$ cat config.mk
export PLATFORM = sky130hd
export DESIGN_NAME = tsv_field_unescaper
export DESIGN_NICKNAME = d
export VERILOG_FILES = /design/src/design/tsvu_pkg.sv /design/src/design/tsvu_decode.sv /design/src/design/tsvu_out_queue.sv /design/src/design/tsv_field_unescaper.sv
export SDC_FILE = /design/constraint.sdc
export NUM_CORES = 1
export LEC_CHECK = 0
export ABC_AREA = 1
export BUFFER_PORTS_ARGS = -buffer_cell sky130_fd_sc_hd__clkbuf_2
export CORE_UTILIZATION = 30
export CTS_CLUSTER_SIZE = 14
export DETAILED_ROUTE_END_ITERATION = 12
export HOLD_SLACK_MARGIN = 0.03
export PLACE_DENSITY = 0.44
export REMOVE_ABC_BUFFERS = 1
export SLEW_MARGIN = 20
export SYNTH_ARGS = -nofsm -noshare
export SYNTH_HDL_FRONTEND = slang
export SYNTH_SLANG_ARGS = --single-unit
export TNS_END_PERCENT = 10
$ cat constraint.sdc
create_clock -name clk -period 2.69 [get_ports clk]
set_input_delay 0.6725 -clock clk [delete_from_list [all_inputs] [get_ports clk]]
set_output_delay 0.6725 -clock clk [all_outputs]
set_load 0.02 [all_outputs]
$ cat src/design/tsvu_pkg.sv
// Shared types and constants for the tab-separated field unescaper.
`default_nettype none
package tsvu_pkg;

  // Escape decoder mode
  typedef enum logic [1:0] {
    ESC_NORMAL      = 2'd0,
    ESC_AFTER_BSL   = 2'd1,
    ESC_BRACE_START = 2'd2,
    ESC_BRACE_NUM   = 2'd3
  } esc_mode_t;

  // Where we are with respect to a possible \N null marker
  typedef enum logic [1:0] {
    POS_START  = 2'd0,
    POS_BSL    = 2'd1,
    POS_LOCKED = 2'd2
  } field_pos_t;

  // Result kinds
  localparam logic KIND_DATA   = 1'b0;
  localparam logic KIND_MARKER = 1'b1;

  // Character codes
  localparam logic [7:0] CH_TAB    = 8'h09;
  localparam logic [7:0] CH_LF     = 8'h0A;
  localparam logic [7:0] CH_VT     = 8'h0B;
  localparam logic [7:0] CH_FF     = 8'h0C;
  localparam logic [7:0] CH_CR     = 8'h0D;
  localparam logic [7:0] CH_SPACE  = 8'h20;
  localparam logic [7:0] CH_PLUS   = 8'h2B;
  localparam logic [7:0] CH_MINUS  = 8'h2D;
  localparam logic [7:0] CH_ZERO   = 8'h30;
  localparam logic [7:0] CH_NINE   = 8'h39;
  localparam logic [7:0] CH_UPPER_N = 8'h4E;
  localparam logic [7:0] CH_BSL    = 8'h5C;
  localparam logic [7:0] CH_LOWER_N = 8'h6E;
  localparam logic [7:0] CH_LOWER_R = 8'h72;
  localparam logic [7:0] CH_LOWER_T = 8'h74;
  localparam logic [7:0] CH_LBRACE = 8'h7B;
  localparam logic [7:0] CH_RBRACE = 8'h7D;

  // Output queue geometry
  localparam int QDEPTH = 4;
  localparam int QAW    = 2;

  // One result beat
  typedef struct packed {
    logic       kind;
    logic [7:0] data_byte;
    logic       field_null;
    logic       field_invalid;
    logic       row_done;
    logic       row_invalid;
  } result_t;

  // Results produced by one input byte (up to two)
  typedef struct packed {
    logic [1:0] count;
    result_t    res1;
    result_t    res0;
  } result_pair_t;

endpackage
`default_nettype wire

$ cat src/design/tsvu_decode.sv
// Escape decoder: field state registers and per-byte result generation.
`default_nettype none
module tsvu_decode (
  input  wire logic                  clk,
  input  wire logic                  rst,
  input  wire logic                  fire,
  input  wire logic [7:0]            in_byte,
  input  wire logic                  end_of_row,
  output tsvu_pkg::result_pair_t     results
);

  tsvu_pkg::esc_mode_t  escape_mode, escape_mode_next;
  tsvu_pkg::field_pos_t field_position, field_position_next;
  logic       null_skip, null_skip_next;
  logic [7:0] brace_value, brace_value_next;
  logic       brace_negative, brace_negative_next;
  logic       brace_parse_stopped, brace_parse_stopped_next;
  logic       invalid_seen, invalid_seen_next;

  logic       sep;
  logic       digit;
  logic       fld_inv;
  logic       last;
  logic       inv_seen_mid;
  logic [1:0] n;
  tsvu_pkg::result_t data_res;
  tsvu_pkg::result_t mark0;
  tsvu_pkg::result_t mark1;

  // State registers
  always_ff @(posedge clk) begin
    if (rst) begin
      escape_mode         <= tsvu_pkg::ESC_NORMAL;
      field_position      <= tsvu_pkg::POS_START;
      null_skip           <= 1'b0;
      brace_value         <= '0;
      brace_negative      <= 1'b0;
      brace_parse_stopped <= 1'b0;
      invalid_seen        <= 1'b0;
    end else if (fire) begin
      escape_mode         <= escape_mode_next;
      field_position      <= field_position_next;
      null_skip           <= null_skip_next;
      brace_value         <= brace_value_next;
      brace_negative      <= brace_negative_next;
      brace_parse_stopped <= brace_parse_stopped_next;
      invalid_seen        <= invalid_seen_next;
    end
  end

  // Byte decode, then field/row end handling
  always_comb begin
    escape_mode_next         = escape_mode;
    field_position_next      = field_position;
    null_skip_next           = null_skip;
    brace_value_next         = brace_value;
    brace_negative_next      = brace_negative;
    brace_parse_stopped_next = brace_parse_stopped;
    invalid_seen_next        = invalid_seen;
    n        = 2'd0;
    data_res = '0;
    data_res.kind = tsvu_pkg::KIND_DATA;
    mark0    = '0;
    mark1    = '0;
    results  = '0;

    sep   = (in_byte == tsvu_pkg::CH_TAB) || (in_byte == tsvu_pkg::CH_CR) ||
            (in_byte == tsvu_pkg::CH_LF);
    digit = (in_byte >= tsvu_pkg::CH_ZERO) && (in_byte <= tsvu_pkg::CH_NINE);

    if (!sep && !null_skip) begin
      case (escape_mode)
        tsvu_pkg::ESC_NORMAL: begin
          if (in_byte == tsvu_pkg::CH_BSL) begin
            escape_mode_next    = tsvu_pkg::ESC_AFTER_BSL;
            field_position_next = (field_position == tsvu_pkg::POS_START) ?
                                  tsvu_pkg::POS_BSL : tsvu_pkg::POS_LOCKED;
          end else begin
            field_position_next = tsvu_pkg::POS_LOCKED;
            data_res.data_byte  = in_byte;
            n = 2'd1;
          end
        end
        tsvu_pkg::ESC_AFTER_BSL: begin
          escape_mode_next    = tsvu_pkg::ESC_NORMAL;
          field_position_next = tsvu_pkg::POS_LOCKED;
          if (field_position == tsvu_pkg::POS_BSL && in_byte == tsvu_pkg::CH_UPPER_N) begin
            null_skip_next = 1'b1;
          end else if (in_byte == tsvu_pkg::CH_LOWER_T) begin
            data_res.data_byte = tsvu_pkg::CH_TAB;
            n = 2'd1;
          end else if (in_byte == tsvu_pkg::CH_LOWER_R) begin
            data_res.data_byte = tsvu_pkg::CH_CR;
            n = 2'd1;
          end else if (in_byte == tsvu_pkg::CH_LOWER_N) begin
            data_res.data_byte = tsvu_pkg::CH_LF;
            n = 2'd1;
          end else if (in_byte == tsvu_pkg::CH_LBRACE) begin
            escape_mode_next         = tsvu_pkg::ESC_BRACE_START;
            brace_value_next         = '0;
            brace_negative_next      = 1'b0;
            brace_parse_stopped_next = 1'b0;
          end else begin
            data_res.data_byte = in_byte;
            n = 2'd1;
          end
        end
        default: begin
          // inside \{...}
          if (in_byte == tsvu_pkg::CH_RBRACE) begin
            data_res.data_byte = brace_negative ? (8'd0 - brace_value) : brace_value;
            n = 2'd1;
            escape_mode_next         = tsvu_pkg::ESC_NORMAL;
            brace_value_next         = '0;
            brace_negative_next      = 1'b0;
            brace_parse_stopped_next = 1'b0;
          end else if (brace_parse_stopped) begin
            // skip to closing brace
          end else if (digit) begin
            brace_value_next = (brace_value << 3) + (brace_value << 1) +
                               (in_byte - tsvu_pkg::CH_ZERO);
            escape_mode_next = tsvu_pkg::ESC_BRACE_NUM;
          end else if (escape_mode == tsvu_pkg::ESC_BRACE_START &&
                       (in_byte == tsvu_pkg::CH_SPACE || in_byte == tsvu_pkg::CH_VT ||
                        in_byte == tsvu_pkg::CH_FF)) begin
            // leading white space
          end else if (escape_mode == tsvu_pkg::ESC_BRACE_START &&
                       (in_byte == tsvu_pkg::CH_MINUS || in_byte == tsvu_pkg::CH_PLUS)) begin
            brace_negative_next = (in_byte == tsvu_pkg::CH_MINUS);
            escape_mode_next    = tsvu_pkg::ESC_BRACE_NUM;
          end else begin
            brace_parse_stopped_next = 1'b1;
          end
        end
      endcase
    end

    // Field end markers
    fld_inv      = !null_skip_next && (escape_mode_next != tsvu_pkg::ESC_NORMAL);
    last         = end_of_row && !sep;
    inv_seen_mid = invalid_seen | fld_inv;

    mark0.kind          = tsvu_pkg::KIND_MARKER;
    mark0.field_null    = null_skip_next;
    mark0.field_invalid = fld_inv;
    mark0.row_done      = last;
    mark0.row_invalid   = last & inv_seen_mid;

    mark1.kind          = tsvu_pkg::KIND_MARKER;
    mark1.row_done      = 1'b1;
    mark1.row_invalid   = inv_seen_mid;

    results.res0 = data_res;
    results.count = n;
    if (sep || end_of_row) begin
      invalid_seen_next        = end_of_row ? 1'b0 : inv_seen_mid;
      escape_mode_next         = tsvu_pkg::ESC_NORMAL;
      field_position_next      = tsvu_pkg::POS_START;
      null_skip_next           = 1'b0;
      brace_value_next         = '0;
      brace_negative_next      = 1'b0;
      brace_parse_stopped_next = 1'b0;
      if (n == 2'd1) begin
        // data byte then final marker
        results.res1  = mark0;
        results.count = 2'd2;
      end else begin
        results.res0 = mark0;
        if (sep && end_of_row) begin
          results.res1  = mark1;
          results.count = 2'd2;
        end else begin
          results.count = 2'd1;
        end
      end
    end
  end

endmodule
`default_nettype wire

$ cat src/design/tsvu_out_queue.sv
// Small result queue: takes up to two results a cycle, gives one per beat.
`default_nettype none
module tsvu_out_queue (
  input  wire logic                   clk,
  input  wire logic                   rst,
  input  wire logic                   push,
  input  wire tsvu_pkg::result_pair_t push_data,
  output logic                        room2,
  output logic                        out_valid,
  input  wire logic                   out_ready,
  output tsvu_pkg::result_t           head
);

  tsvu_pkg::result_t entries [tsvu_pkg::QDEPTH];
  logic [tsvu_pkg::QAW-1:0] rd_ptr, wr_ptr;
  logic [tsvu_pkg::QAW:0]   count, count_next;
  logic                     pop;
  logic [1:0]               n_push;

  assign pop       = out_valid && out_ready;
  assign out_valid = (count != '0);
  assign head      = entries[rd_ptr];
  assign room2     = (count <= (tsvu_pkg::QAW+1)'(tsvu_pkg::QDEPTH - 2));
  assign n_push    = push ? push_data.count : 2'd0;

  always_comb begin
    count_next = count + (tsvu_pkg::QAW+1)'(n_push) - (tsvu_pkg::QAW+1)'(pop);
  end

  // Pointers and fill count
  always_ff @(posedge clk) begin
    if (rst) begin
      rd_ptr <= '0;
      wr_ptr <= '0;
      count  <= '0;
    end else begin
      count  <= count_next;
      wr_ptr <= wr_ptr + tsvu_pkg::QAW'(n_push);
      if (pop) begin
        rd_ptr <= rd_ptr + 1'b1;
      end
    end
  end

  // Entry writes
  always_ff @(posedge clk) begin
    if (n_push != 2'd0) begin
      entries[wr_ptr] <= push_data.res0;
    end
    if (n_push == 2'd2) begin
      entries[wr_ptr + 1'b1] <= push_data.res1;
    end
  end

endmodule
`default_nettype wire

$ cat src/design/tsv_field_unescaper.sv
// Top level of the tab-separated field unescaper.
//
//  channel | direction | handshake            | fields
//  --------+-----------+----------------------+------------------------------------
//  input   | in        | in_valid / in_ready  | in_byte, end_of_row
//  output  | out       | out_valid/ out_ready | kind, data_byte, field_null,
//          |           |                      | field_invalid, row_done, row_invalid
//
// One byte per cycle while the queue has room: it is held in an input register,
// decoded combinationally, and its zero to two results go to a four-entry queue.
// When the queue is empty, a first result is offered as soon as it is written.
// An input byte leaves its register only when the queue has room for two results,
// so a stalled output backs up into in_ready after a few beats.
// rst (synchronous) empties the register and queue and clears all field state.
`default_nettype none
module tsv_field_unescaper (
  input  wire logic       clk,
  input  wire logic       rst,
  input  wire logic       in_valid,
  output logic            in_ready,
  input  wire logic [7:0] in_byte,
  input  wire logic       end_of_row,
  output logic            out_valid,
  input  wire logic       out_ready,
  output logic            kind,
  output logic [7:0]      data_byte,
  output logic            field_null,
  output logic            field_invalid,
  output logic            row_done,
  output logic            row_invalid
);

  logic       stg_valid;
  logic [7:0] stg_byte;
  logic       stg_eor;
  logic       consume;
  logic       room2;
  tsvu_pkg::result_pair_t results;
  tsvu_pkg::result_t      head;

  assign consume  = stg_valid && room2;
  assign in_ready = !stg_valid || consume;

  // Input register
  always_ff @(posedge clk) begin
    if (rst) begin
      stg_valid <= 1'b0;
    end else if (in_ready) begin
      stg_valid <= in_valid;
    end
  end

  always_ff @(posedge clk) begin
    if (in_ready && in_valid) begin
      stg_byte <= in_byte;
      stg_eor  <= end_of_row;
    end
  end

  tsvu_decode u_decode (
    .clk        (clk),
    .rst        (rst),
    .fire       (consume),
    .in_byte    (stg_byte),
    .end_of_row (stg_eor),
    .results    (results)
  );

  tsvu_out_queue u_queue (
    .clk       (clk),
    .rst       (rst),
    .push      (consume),
    .push_data (results),
    .room2     (room2),
    .out_valid (out_valid),
    .out_ready (out_ready),
    .head      (head)
  );

  assign kind          = head.kind;
  assign data_byte     = head.data_byte;
  assign field_null    = head.field_null;
  assign field_invalid = head.field_invalid;
  assign row_done      = head.row_done;
  assign row_invalid   = head.row_invalid;

endmodule
`default_nettype wire

==> reports/results.tsv <==
stage	metric	value	unit
outcome	outcome	finished, final reports clean	
cts	Clock Path Buffers	2	
cts	clock latency on the worst-skew pair	350	ps
timing	final hold violations	0	
layout	final instance area	6130	um2
yosys	Seq/Total Area, Yosys	0.410	
worst_hold_path	Min-Delay Path Class	flip-flop to flip-flop	
cts	Hold-fix buffers, CTS	0	
yosys	Synth Register Bits	87	
timing	Hold WS	464	ps
grt	gr ovfl total	0	
grt	largest net degree at the start of global routing	24	
power_and_ir_drop	Worst VDD drop	0.326	mV
layout	# nets final	799	
power_and_ir_drop	pwr/cell area	771	nW/um2
timing	RSZ-0062 raised after global routing	yes	
cts	CTS tree	yes	
power_and_ir_drop	Pwr Total	4720	uW
grt	global-route wire length before repair	22900	um
floorplan	Die Wd	130	um
yosys	complex-gate fraction of the synthesized area	0.155	
timing	clk_skew	7.15	ps
yosys	Syn Area/Cell	7.23	um2
yosys	mapped cell area	4950	um2
yosys	synth warn	0	
timing	Slew @ Worst Pin	474	ps
grt	GRT Total Usage	0.179	
placed_design	placed cell count	955	
placed_design	# port buffers	27	
yosys	ys flop type	dfxtp_1	
yosys	adder-cell share of the synthesized area	0.0647	
timing	final period utilization	0.955	
power_and_ir_drop	P_leak	0.00278	uW
setup_path	CP Class	flip-flop to output port	
floorplan	starting density of the core	0.309	
yosys	mux cell area share after synthesis	0	
setup_path	Req. time, crit path	2020	ps
cts	CTS sink cnt	87	
worst_hold_path	Min-Delay Startpoint	u_queue.entries[1][4]$_SDFFE_PP0P_	
timing	Final Max Slew Viols	0	
layout	Register Area	2030	um2
cts	Reg clk slew, reported paths	70	ps
grt	antenna violations before repair	0	
floorplan	io pins	28	
floorplan	die area	17000	um2
route	post-DR vias/cell	4.73	
route	DRT Wirelength	14200	um
placed_design	HPWL Detailed	10800	um
yosys	synth top area cells	dfxtp_1 23%, edfxtp_1 18%, nand2_1 12%	
yosys	asr flop ratio synth	0	
yosys	Synth area leader	dfxtp_1	
setup_path	Worst Path Max Fanout	23	
timing	fmax	389	MHz
cts	clock root cell	clkbuf_16	
layout	filler cell count	1756	
floorplan	Core ar.	16000	um2
route	DRC errors left	0	
placed_design	post-place instance area	5620	um2
setup_path	crit end category	output port	
timing	endpoints failing setup	0	
route	DRT iter0 DRCs	355	
run	maxcap violations	0	
yosys	top-area cell type share of the netlist area	0.235	
route	Post-DRT Antenna Nets	0	
timing	min Tclk post-route	2570	ps
layout	area of the multi-input gates	2610	um2
route	Vias	4655	
setup_path	crit path DAT	1900	ps
yosys	Post-Synth Simple-Gate Area	0.274	
placed_design	placer congestion estimate	0.885	
setup_path	Reg-to-Reg Start	stg_byte[3]$_DFFE_PP_	
floorplan	FP Rows	46	
yosys	unique cell type count in the Yosys netlist	40	
cts	H-tree Lvls	3	
layout	area delta synth->final	23.8	%
yosys	Post-synth EDFFs	29	
layout	share of layout cells above drive strength 1	0.191	
layout	n_diodes	0	
route	routed len/inst	14.4	um
route	Pre-antenna DRT Iters	5	
yosys	cells after synthesis	685	
floorplan	Die Height	130	um
setup_path	Critical Path Start Type	flip-flop	
layout	Layout Utilization	0.383	
yosys	post-synthesis xor/xnor area fraction	0.0124	
timing	Slew HR	0.681	
cts	CTS Buf Count	9	
grt	number of global-route vias before repair	4461	
layout	final std cells w/o fill	985	
yosys	largest family of logic cells by synthesized area	simple AND/OR/NAND/NOR gates	
[registers in the layout (all words and copies together) (netlist names), named ones only]
name and flops:
stg_byte 8, stg_eor 1, stg_valid 1, u_decode.brace_negative 1
u_decode.brace_parse_stopped 1, u_decode.brace_value 8, u_decode.escape_mode 2, u_decode.field_position 2
u_decode.invalid_seen 1, u_decode.null_skip 1, u_queue.count 3, u_queue.entries 52
u_queue.rd_ptr 2, u_queue.wr_ptr 2
[layout make-up]
cell class,instances,area share
sequential,87,0.332
tap,216,0.0441
clock buffer,11,0.0380
clock inverter,5,0.00980
multi-input combinational,492,0.426
timing repair buffer,87,0.0968
inverter,87,0.0539
[kinds of logic (layout without fill, tap and decap cells)]
| family | count (synthesis) | count (layout) |
|---|---|---|
| simple gates | 321 | 321 |
| xor+xnor | 7 | 7 |
| buf+inv | 106 | 190 |
| compound gates | 142 | 142 |
| fa+ha+maj | 22 | 22 |
| flops | 87 | 87 |
[worst paths after layout]
kind | to | slack (ps) | depth (start not counted)
max | data_byte[1] | 120 | 5
min | u_queue.entries[1][4]$_SDFFE_PP0P_ | 460 | 2
max reg2reg | u_decode.brace_value[7]$_SDFFE_PP0P_ | 130 | 13
min reg2reg | u_queue.entries[1][4]$_SDFFE_PP0P_ | 460 | 2
[cells in the mapped netlist, types with 2 or more instances]
library cell	n
nand3b_1	3
nor2_1	91
ha_1	16
a21oi_1	64
nor3_1	5
o211ai_1	3
nand4_1	5
o22ai_1	5
inv_1	80
xor2_1	3
edfxtp_1	29
xnor2_1	4
a21boi_1	2
nand3_1	46
inv_2	6
o21ai_1	11
a21boi_0	3
dfxtp_1	58
nand2_1	155
clkbuf_1	11
a211oi_1	2
nor2_2	2
nand2_2	7
fa_1	6
nand2_4	2
buf_2	6
nor2_4	2
o21ai_0	45
a31oi_1	2
[layer usage]
| layer | global-route usage | routed length (um) | vias to the layer above |
|---|---|---|---|
| li1 | - | - | 2401 |
| met1 | 0.240 | 7120 | 2154 |
| met2 | 0.286 | 6320 | 85 |
| met3 | 0.0281 | 461 | 15 |
| met4 | 0.0778 | 261 | 0 |
| met5 | 0 | 0 | - |
[stage by stage]
| step | setup TNS, ps | setup WS (ps) |
|---|---|---|
| 3_5_place_dp | -44.5 | -24.3 |
| 4_1_cts | -3.10 | -1.80 |
| 5_1_grt | -49.7 | -26.8 |
| 6_report | 0 | 122 |
| 3_3_place_gp | 0 | 10.6 |
| 2_1_floorplan | 0 | 140 |
[worst max-delay path: stages, from the launching register on]
cell and delay [ps]:
dfxtp_1 390, clkinvlp_4 390, o21ai_0 330, a21oi_1 100
a21oi_1 140, clkbuf_2 180
[placed cells by master (no fill, tap or decap), types with 4 or more instances in the layout]
cell type	instances
a21oi_1	63
buf_4	58
clkbuf_16	9
clkbuf_2	27
dfxtp_1	58
edfxtp_1	29
fa_2	4
ha_1	13
inv_1	78
inv_2	7
nand2_1	151
nand2_2	11
nand3_1	43
nand4_1	5
nor2_1	87
nor2_2	5
nor3_1	5
o21ai_0	42
o21ai_1	14
o22ai_1	5
xnor2_1	4
[power breakdown]
| part | switching, uW | internal (uW) | leakage [uW] |
|---|---|---|---|
| clock network | 538 | 722 | 0.000140 |
| logic | 1020 | 628 | 0.00188 |
| registers | 153 | 1660 | 0.000763 |
[repair_timing]
action,CTS,global route
pin swaps,1,16
gates resized for setup,3,27
setup buffers,7,7
endpoints found under the setup margin,2,8
(Power assumes the default switching activity.)
